$ cat config.mk
export PLATFORM = sky130hd
export DESIGN_NAME = indexed_linked_list_engine_unit
export DESIGN_NICKNAME = d
export VERILOG_FILES = /design/src/ille_pkg.sv /design/src/indexed_linked_list_engine_unit.sv /design/src/ille_node_store.sv /design/src/ille_seq.sv
export SDC_FILE = /design/constraint.sdc
export NUM_CORES = 1
export LEC_CHECK = 0
export ABC_AREA = 1
export BUFFER_PORTS_ARGS = -buffer_cell sky130_fd_sc_hd__buf_4
export CAP_MARGIN = 20
export CELL_PAD_IN_SITES_DETAIL_PLACEMENT = 1
export CELL_PAD_IN_SITES_GLOBAL_PLACEMENT = 2
export CORE_AREA = 2 2 447 449
export DETAILED_ROUTE_END_ITERATION = 16
export DIE_AREA = 0 0 449 451
export PLACE_DENSITY = 0.95
export SYNTH_ARGS = -nofsm -noshare
export SYNTH_HDL_FRONTEND = slang
export SYNTH_HIERARCHICAL = 1
export SYNTH_SLANG_ARGS = --single-unit
$ cat constraint.sdc
create_clock -name clk -period 38.8 [get_ports clk]
set_input_delay 5.82 -clock clk [delete_from_list [all_inputs] [get_ports clk]]
set_output_delay 5.82 -clock clk [all_outputs]
set_load 0.01 [all_outputs]
$ cat src/ille_pkg.sv
`default_nettype none

package ille_pkg;

  // Default number of nodes in the store.
  localparam int DEF_CAPACITY = 256;

  // Widths of the transaction fields.
  localparam int POS_W   = 10;
  localparam int VALUE_W = 32;
  localparam int COUNT_W = 9;

  typedef enum logic [1:0] {
    ACT_INSERT   = 2'd0,
    ACT_APPEND   = 2'd1,
    ACT_DELETE   = 2'd2,
    ACT_DEL_LAST = 2'd3
  } action_t;

  typedef enum logic [1:0] {
    STAT_OK    = 2'd0,
    STAT_FULL  = 2'd1,
    STAT_EMPTY = 2'd2,
    STAT_RANGE = 2'd3
  } status_t;

  typedef struct packed {
    action_t                    action;
    logic [POS_W-1:0]           position;
    logic signed [VALUE_W-1:0]  value;
  } req_t;

  typedef struct packed {
    status_t              status;
    logic [COUNT_W-1:0]   count;
  } rsp_t;

  // Sequencer states.
  typedef enum logic [7:0] {
    SQ_INIT   = 8'b0000_0001,
    SQ_IDLE   = 8'b0000_0010,
    SQ_WALK   = 8'b0000_0100,
    SQ_RD_A   = 8'b0000_1000,
    SQ_RD_B   = 8'b0001_0000,
    SQ_WR_A   = 8'b0010_0000,
    SQ_WR_B   = 8'b0100_0000,
    SQ_FINISH = 8'b1000_0000
  } seq_state_t;

endpackage

`default_nettype wire

$ cat src/indexed_linked_list_engine_unit.sv
`default_nettype none

// Channel   Direction  Payload  Handshake
// req       in         req_t    req_valid / req_stall
// rsp       out        rsp_t    rsp_valid / rsp_stall
//
// After reset the link store is chained into the free list, one node per
// cycle, and the unit stalls requests until that pass is done.
// An insert or delete at position k walks k-1 links, one per cycle, then
// updates links in the RD_A, RD_B, WR_A and WR_B states, so a walk over
// a full list of CAPACITY nodes sets the worst case.
// Requests at position zero, append on a full list and other errors skip
// the walk. A stalled response holds the sequencer in its
// final state; the next request is taken once the result is registered.

module indexed_linked_list_engine_unit
  import ille_pkg::*;
#(
  parameter int CAPACITY = DEF_CAPACITY
) (
  input  wire logic  clk,
  input  wire logic  rst,
  input  wire logic  req_valid,
  output logic       req_stall,
  input  wire req_t  req,
  output logic       rsp_valid,
  input  wire logic  rsp_stall,
  output rsp_t       rsp
);

  localparam int AW = $clog2(CAPACITY);
  localparam int LW = $clog2(CAPACITY + 1);

  logic                       ready;
  logic                       out_free;
  logic                       done;
  status_t                    done_status;
  logic [LW-1:0]              done_count;
  logic [LW+COUNT_W-1:0]      count_ext;
  logic [AW-1:0]              rd_addr;
  logic [LW-1:0]              rd_data;
  logic                       wr_en;
  logic [AW-1:0]              wr_addr;
  logic [LW-1:0]              wr_link;
  logic                       val_en;
  logic signed [VALUE_W-1:0]  val_data;

  assign req_stall = !ready;
  assign out_free  = !rsp_valid || !rsp_stall;
  assign count_ext = (LW + COUNT_W)'(done_count);

  ille_seq #(
    .CAPACITY(CAPACITY)
  ) u_seq (
    .clk         (clk),
    .rst         (rst),
    .req_valid   (req_valid),
    .req         (req),
    .ready       (ready),
    .out_free    (out_free),
    .done        (done),
    .done_status (done_status),
    .done_count  (done_count),
    .rd_addr     (rd_addr),
    .rd_data     (rd_data),
    .wr_en       (wr_en),
    .wr_addr     (wr_addr),
    .wr_link     (wr_link),
    .val_en      (val_en),
    .val_data    (val_data)
  );

  ille_node_store #(
    .CAPACITY(CAPACITY)
  ) u_store (
    .clk      (clk),
    .rd_addr  (rd_addr),
    .rd_data  (rd_data),
    .wr_en    (wr_en),
    .wr_addr  (wr_addr),
    .wr_link  (wr_link),
    .val_en   (val_en),
    .val_data (val_data)
  );

  // Output register: holds the result until the transaction completes.
  always_ff @(posedge clk) begin
    if (rst) begin
      rsp_valid <= 1'b0;
    end else if (done) begin
      rsp_valid <= 1'b1;
    end else if (!rsp_stall) begin
      rsp_valid <= 1'b0;
    end
  end

  always_ff @(posedge clk) begin
    if (done) begin
      rsp.status <= done_status;
      rsp.count  <= count_ext[COUNT_W-1:0];
    end
  end

endmodule

`default_nettype wire

$ cat src/ille_node_store.sv
`default_nettype none

module ille_node_store
  import ille_pkg::*;
#(
  parameter int CAPACITY = DEF_CAPACITY
) (
  input  wire logic                              clk,
  input  wire logic [$clog2(CAPACITY)-1:0]       rd_addr,
  output logic      [$clog2(CAPACITY+1)-1:0]     rd_data,
  input  wire logic                              wr_en,
  input  wire logic [$clog2(CAPACITY)-1:0]       wr_addr,
  input  wire logic [$clog2(CAPACITY+1)-1:0]     wr_link,
  input  wire logic                              val_en,
  input  wire logic signed [VALUE_W-1:0]         val_data
);

  localparam int LW = $clog2(CAPACITY + 1);

  logic [LW-1:0]              links [CAPACITY];
  logic signed [VALUE_W-1:0]  vals  [CAPACITY];

  // Link memory: one registered read port, one write port.
  always_ff @(posedge clk) begin
    rd_data <= links[rd_addr];
    if (wr_en) begin
      links[wr_addr] <= wr_link;
    end
  end

  // Element values, written when a node is taken from the free list.
  always_ff @(posedge clk) begin
    if (val_en) begin
      vals[wr_addr] <= val_data;
    end
  end

endmodule

`default_nettype wire

$ cat src/ille_seq.sv
`default_nettype none

module ille_seq
  import ille_pkg::*;
#(
  parameter int CAPACITY = DEF_CAPACITY
) (
  input  wire logic                              clk,
  input  wire logic                              rst,
  input  wire logic                              req_valid,
  input  wire req_t                              req,
  output logic                                   ready,
  input  wire logic                              out_free,
  output logic                                   done,
  output status_t                                done_status,
  output logic      [$clog2(CAPACITY+1)-1:0]     done_count,
  output logic      [$clog2(CAPACITY)-1:0]       rd_addr,
  input  wire logic [$clog2(CAPACITY+1)-1:0]     rd_data,
  output logic                                   wr_en,
  output logic      [$clog2(CAPACITY)-1:0]       wr_addr,
  output logic      [$clog2(CAPACITY+1)-1:0]     wr_link,
  output logic                                   val_en,
  output logic signed [VALUE_W-1:0]              val_data
);

  localparam int AW   = $clog2(CAPACITY);
  localparam int LW   = $clog2(CAPACITY + 1);
  localparam int CW   = LW;
  localparam int CMPW = (CW > POS_W) ? CW : POS_W;
  localparam logic [LW-1:0] NIL = LW'(CAPACITY);

  seq_state_t state, state_next;

  logic [LW-1:0]   head, free_head;
  logic [CW-1:0]   count;
  logic [AW-1:0]   init_idx;
  logic [LW-1:0]   p, nd, tmp, cur;
  logic            chase;
  logic [CW-1:0]   remain;
  logic            is_ins, k_zero;
  status_t         status;
  logic signed [VALUE_W-1:0] value_r;

  logic            accept;
  logic [CMPW-1:0] pos_ext, cnt_ext, eff_pos;
  logic            req_ins;
  status_t         req_status;
  logic [LW-1:0]   cur_eff;

  assign ready  = (state == SQ_IDLE);
  assign accept = ready && req_valid;

  // Request decode: effective position and the status checks.
  always_comb begin
    pos_ext = CMPW'(req.position);
    cnt_ext = CMPW'(count);
    case (req.action)
      ACT_INSERT:   eff_pos = pos_ext;
      ACT_APPEND:   eff_pos = cnt_ext;
      ACT_DELETE:   eff_pos = pos_ext;
      ACT_DEL_LAST: eff_pos = cnt_ext - CMPW'(1);
      default:      eff_pos = pos_ext;
    endcase
    req_ins = (req.action == ACT_INSERT) || (req.action == ACT_APPEND);
    if (req_ins) begin
      if (count == CW'(CAPACITY)) begin
        req_status = STAT_FULL;
      end else if (eff_pos > cnt_ext) begin
        req_status = STAT_RANGE;
      end else begin
        req_status = STAT_OK;
      end
    end else begin
      if (count == '0) begin
        req_status = STAT_EMPTY;
      end else if (eff_pos >= cnt_ext) begin
        req_status = STAT_RANGE;
      end else begin
        req_status = STAT_OK;
      end
    end
  end

  // The walk follows one link per cycle straight from the read data.
  assign cur_eff = chase ? rd_data : cur;

  // Read address of the link memory.
  always_comb begin
    case (state)
      SQ_WALK: rd_addr = cur_eff[AW-1:0];
      SQ_RD_A: begin
        if (is_ins) begin
          rd_addr = free_head[AW-1:0];
        end else if (k_zero) begin
          rd_addr = head[AW-1:0];
        end else begin
          rd_addr = p[AW-1:0];
        end
      end
      SQ_RD_B: rd_addr = is_ins ? p[AW-1:0] : rd_data[AW-1:0];
      default: rd_addr = '0;
    endcase
  end

  // Write port of the link and value memories.
  always_comb begin
    wr_en    = 1'b0;
    wr_addr  = '0;
    wr_link  = '0;
    val_en   = 1'b0;
    val_data = value_r;
    case (state)
      SQ_INIT: begin
        wr_en   = 1'b1;
        wr_addr = init_idx;
        wr_link = LW'(init_idx) + LW'(1);
      end
      SQ_RD_B: begin
        if (!is_ins && k_zero) begin
          wr_en   = 1'b1;
          wr_addr = head[AW-1:0];
          wr_link = free_head;
        end
      end
      SQ_WR_A: begin
        wr_en = 1'b1;
        if (is_ins) begin
          wr_addr = free_head[AW-1:0];
          wr_link = k_zero ? head : rd_data;
          val_en  = 1'b1;
        end else begin
          wr_addr = p[AW-1:0];
          wr_link = rd_data;
        end
      end
      SQ_WR_B: begin
        wr_en = 1'b1;
        if (is_ins) begin
          wr_addr = p[AW-1:0];
          wr_link = free_head;
        end else begin
          wr_addr = nd[AW-1:0];
          wr_link = free_head;
        end
      end
      default: begin
        wr_en = 1'b0;
      end
    endcase
  end

  // Next state.
  always_comb begin
    state_next = state;
    case (state)
      SQ_INIT: begin
        if (init_idx == AW'(CAPACITY - 1)) begin
          state_next = SQ_IDLE;
        end
      end
      SQ_IDLE: begin
        if (accept) begin
          if (req_status != STAT_OK) begin
            state_next = SQ_FINISH;
          end else if (eff_pos == '0) begin
            state_next = SQ_RD_A;
          end else begin
            state_next = SQ_WALK;
          end
        end
      end
      SQ_WALK: begin
        if (remain == '0) begin
          state_next = SQ_RD_A;
        end
      end
      SQ_RD_A: state_next = SQ_RD_B;
      SQ_RD_B: state_next = (!is_ins && k_zero) ? SQ_FINISH : SQ_WR_A;
      SQ_WR_A: state_next = (is_ins && k_zero) ? SQ_FINISH : SQ_WR_B;
      SQ_WR_B: state_next = SQ_FINISH;
      SQ_FINISH: begin
        if (out_free) begin
          state_next = SQ_IDLE;
        end
      end
      default: state_next = SQ_INIT;
    endcase
  end

  // Result of the transaction and the count after it.
  always_comb begin
    done        = (state == SQ_FINISH) && out_free;
    done_status = status;
    if (status != STAT_OK) begin
      done_count = count;
    end else if (is_ins) begin
      done_count = count + CW'(1);
    end else begin
      done_count = count - CW'(1);
    end
  end

  // Control state: list heads, count and free-list chaining pass.
  always_ff @(posedge clk) begin
    if (rst) begin
      state     <= SQ_INIT;
      init_idx  <= '0;
      head      <= NIL;
      free_head <= '0;
      count     <= '0;
    end else begin
      state <= state_next;
      if (state == SQ_INIT) begin
        init_idx <= init_idx + AW'(1);
      end
      case (state)
        SQ_RD_B: begin
          if (!is_ins && k_zero) begin
            head      <= rd_data;
            free_head <= head;
          end
        end
        SQ_WR_A: begin
          if (is_ins && k_zero) begin
            head      <= free_head;
            free_head <= tmp;
          end
        end
        SQ_WR_B: begin
          free_head <= is_ins ? tmp : nd;
        end
        SQ_FINISH: begin
          if (out_free) begin
            count <= done_count;
          end
        end
        default: begin
          count <= count;
        end
      endcase
    end
  end

  // Working registers of the current transaction.
  always_ff @(posedge clk) begin
    case (state)
      SQ_IDLE: begin
        if (accept) begin
          is_ins  <= req_ins;
          status  <= req_status;
          k_zero  <= (eff_pos == '0);
          value_r <= req.value;
          cur     <= head;
          chase   <= 1'b0;
          remain  <= CW'(eff_pos - CMPW'(1));
        end
      end
      SQ_WALK: begin
        cur <= cur_eff;
        if (remain == '0) begin
          p <= cur_eff;
        end else begin
          chase  <= 1'b1;
          remain <= remain - CW'(1);
        end
      end
      SQ_RD_B: begin
        tmp <= rd_data;
        nd  <= rd_data;
      end
      default: begin
        chase <= chase;
      end
    endcase
  end

endmodule

`default_nettype wire

==> metrics.txt <==
final hold vios=0; Pleak=1.81 nW; global placer's final weighted congestion=0.741; crit path max fanout=8; Max Freq=124 MHz; Port Buffers=28; setup TNS=0 ps; Post-CTS Repair Setup Buffers=0; core box area=0.198 mm²; CTS tree=yes; fin crit share=20.7%; worst slew pin tran=474 ps; Hold Path Class=flop to flop; Worst path most repeated cell=nand2_1; cell area after synthesis=0.00346 mm²; site row count=164; FF-to-FF setup slack=35550 ps; Fin Hold WS=460 ps; crit path capture type=flop; DRC viols=0; outcome=completed; Max-slew headroom=68.4%; Critical Path RT=39030 ps; Avg Cell Area, Syn=7.32 µm²; grt ovf=0; Root Buffer=clkbuf_16; area grow syn2layout=105%; Slew Viols, Final=0; DIE HEIGHT=451 µm; CP max stage delay=290 ps; crit path time final=8040 ps; cts repair resizes=0; reg2reg end=u_seq/state[3]; largest net degree at the start of global routing=23; critical path startpoint category=input port; DRT Pass-1 Iters=4; Nets=563; dpl hpwl=12200 µm; Hold Buf Count CTS=0; syn_nets=540; Synth Instances=472; drt wl/cell=4.36 µm; final WL=13800 µm; Clock Latency Late Sink=300 ps; Buf/Inv on CP=4; die area=0.202 mm²; number of H-tree levels=2; Sink Count=50; CP cell instances=buf_4 > inv_1 > nand2_2 > o22ai_1 > inv_1 > nand2_1 > inv_1 > ha_1 > nand2_1 > nor2_1 > nand2_1 > nand3_1 > nand2_1 > nand2_1 > nand2_1 > nand2_1 > o21ai_0 > nand3_1 > o21ai_0 > nand2_1 > nor2_1; worst hold stages=0; Ports=61; Syn. warnings=6; clock transition at the registers of the reported paths=80 ps; die width=449 µm; vias in the first global route=3194; clock buffer depth=2; Initial Util=1.74%; layout cells sized above 1=15.7%; RSZ-0062 raised after global routing=false; reg-to-reg startpoint=u_seq/count[0]; Min-Delay Endpoint=rsp[10]; clock skew=9.06 ps; antenna violations before repair=8; maximum capacitance violations=0; DRT antenna net count=0; final setup violating endpoints=0; Iteration-0 DRC Markers=64; via count=3075; power per cell area=16.2 mW/mm²; worst vdd ir=17.9 µV; total track usage=1.38%; Tot Pwr=0.115 mW; type of the worst setup path=input port to flop; first-pass GRT wire length=19900 µm; CP max stage cell=ha_1; worst r2r path cells=20; CP arrival=8270 ps; Worst Hold Launch=u_seq/done_status[1]; CP top delay family=simple AND/OR/NAND/NOR gates; vias per cell=0.975; Num CTS Buffers=5
-- where the power goes --
group          switching [mW]  internal (mW)  leakage, nW
Combinational         0.00792        0.00466         1.30
Clock                  0.0215         0.0246       0.0759
Sequential           0.000433         0.0555        0.427
Total                  0.0298         0.0848         1.81
-- metal layers --
layer	track usage, %	vias to the layer above	routed length, µm
met5	0	-	0
met4	1.32	0	806
met3	0.104	24	95
met2	3.06	31	9070
met1	0.946	1451	3800
li1	-	1569	-
-- worst max-delay path by stage --
stage | start | end | slack, ps | cells past startpoint
floorplan | req[43] | u_seq/state[3] | 31090 | 20
global placement | req[42] | u_seq/state[3] | 30510 | 20
detailed placement | req[43] | u_seq/state[3] | 30450 | 21
CTS | req[43] | u_seq/state[3] | 30750 | 21
global route | req[43] | u_seq/state[3] | 30380 | 21
finish | req[43] | u_seq/state[3] | 30760 | 21
-- sequential cells by signal, summed over array words and instances, names as in the netlist --
register,count
rsp,11
u_seq/count,9
u_seq/remain,9
u_seq/init_idx,8
u_seq/state,8
u_seq/done_status,2
rsp_valid,1
u_seq/is_ins,1
u_seq/k_zero,1
-- layout make-up --
class | instances | area [µm²]
Fill cell | 23900 | 191000
Tap cell | 2656 | 3320
Multi-Input combinational cell | 316 | 1800
Sequential cell | 50 | 1240
Inverter | 92 | 345
Timing Repair Buffer | 30 | 225
Clock buffer | 5 | 125
Clock inverter | 3 | 28.8
Antenna cell | 2 | 5.00
-- layout by cell type, fill, tap and decap left out, drive strengths merged, types with 8 or more instances in the layout --
cell type	n
a21oi	29
o21ai	30
buf	30
ha	19
xor2	9
nor3	9
inv	91
o22ai	10
edfxtp	24
nand2	101
nor2	53
nand3	25
nand4	8
dfxtp	26
-- worst register-to-register path, cell delays in order, from the launching register on --
cell and delay [ps]:
dfxtp_1 480, inv_1 200, ha_1 280, nand3_2 130, inv_1 70, nand3_1 80
xor2_1 150, nand2_1 60, nand2_1 110, inv_1 50, ha_1 270, nand2_1 90
nor4_1 340, nand2_1 150, nand3_1 100, nand2_1 50, nand2_1 80, nand3_1 110
o21ai_0 200, nand2_1 70, nor2_1 100
-- stage by stage --
step / util [%] / cell area, µm² / worst slack [ps] / cells
floorplan: - / 3460 / 31090 / 472
CTS: 3.57 / 7080 / 30750 / 3151
finish: 3.58 / 7090 / 30760 / 3154
global route: 3.58 / 7090 / 30380 / 3154
detailed placement: 3.50 / 6930 / 30450 / 3143
global placement: 3.50 / 6930 / 30510 / 3143
Note: power is estimated with default switching activity, not from simulation.
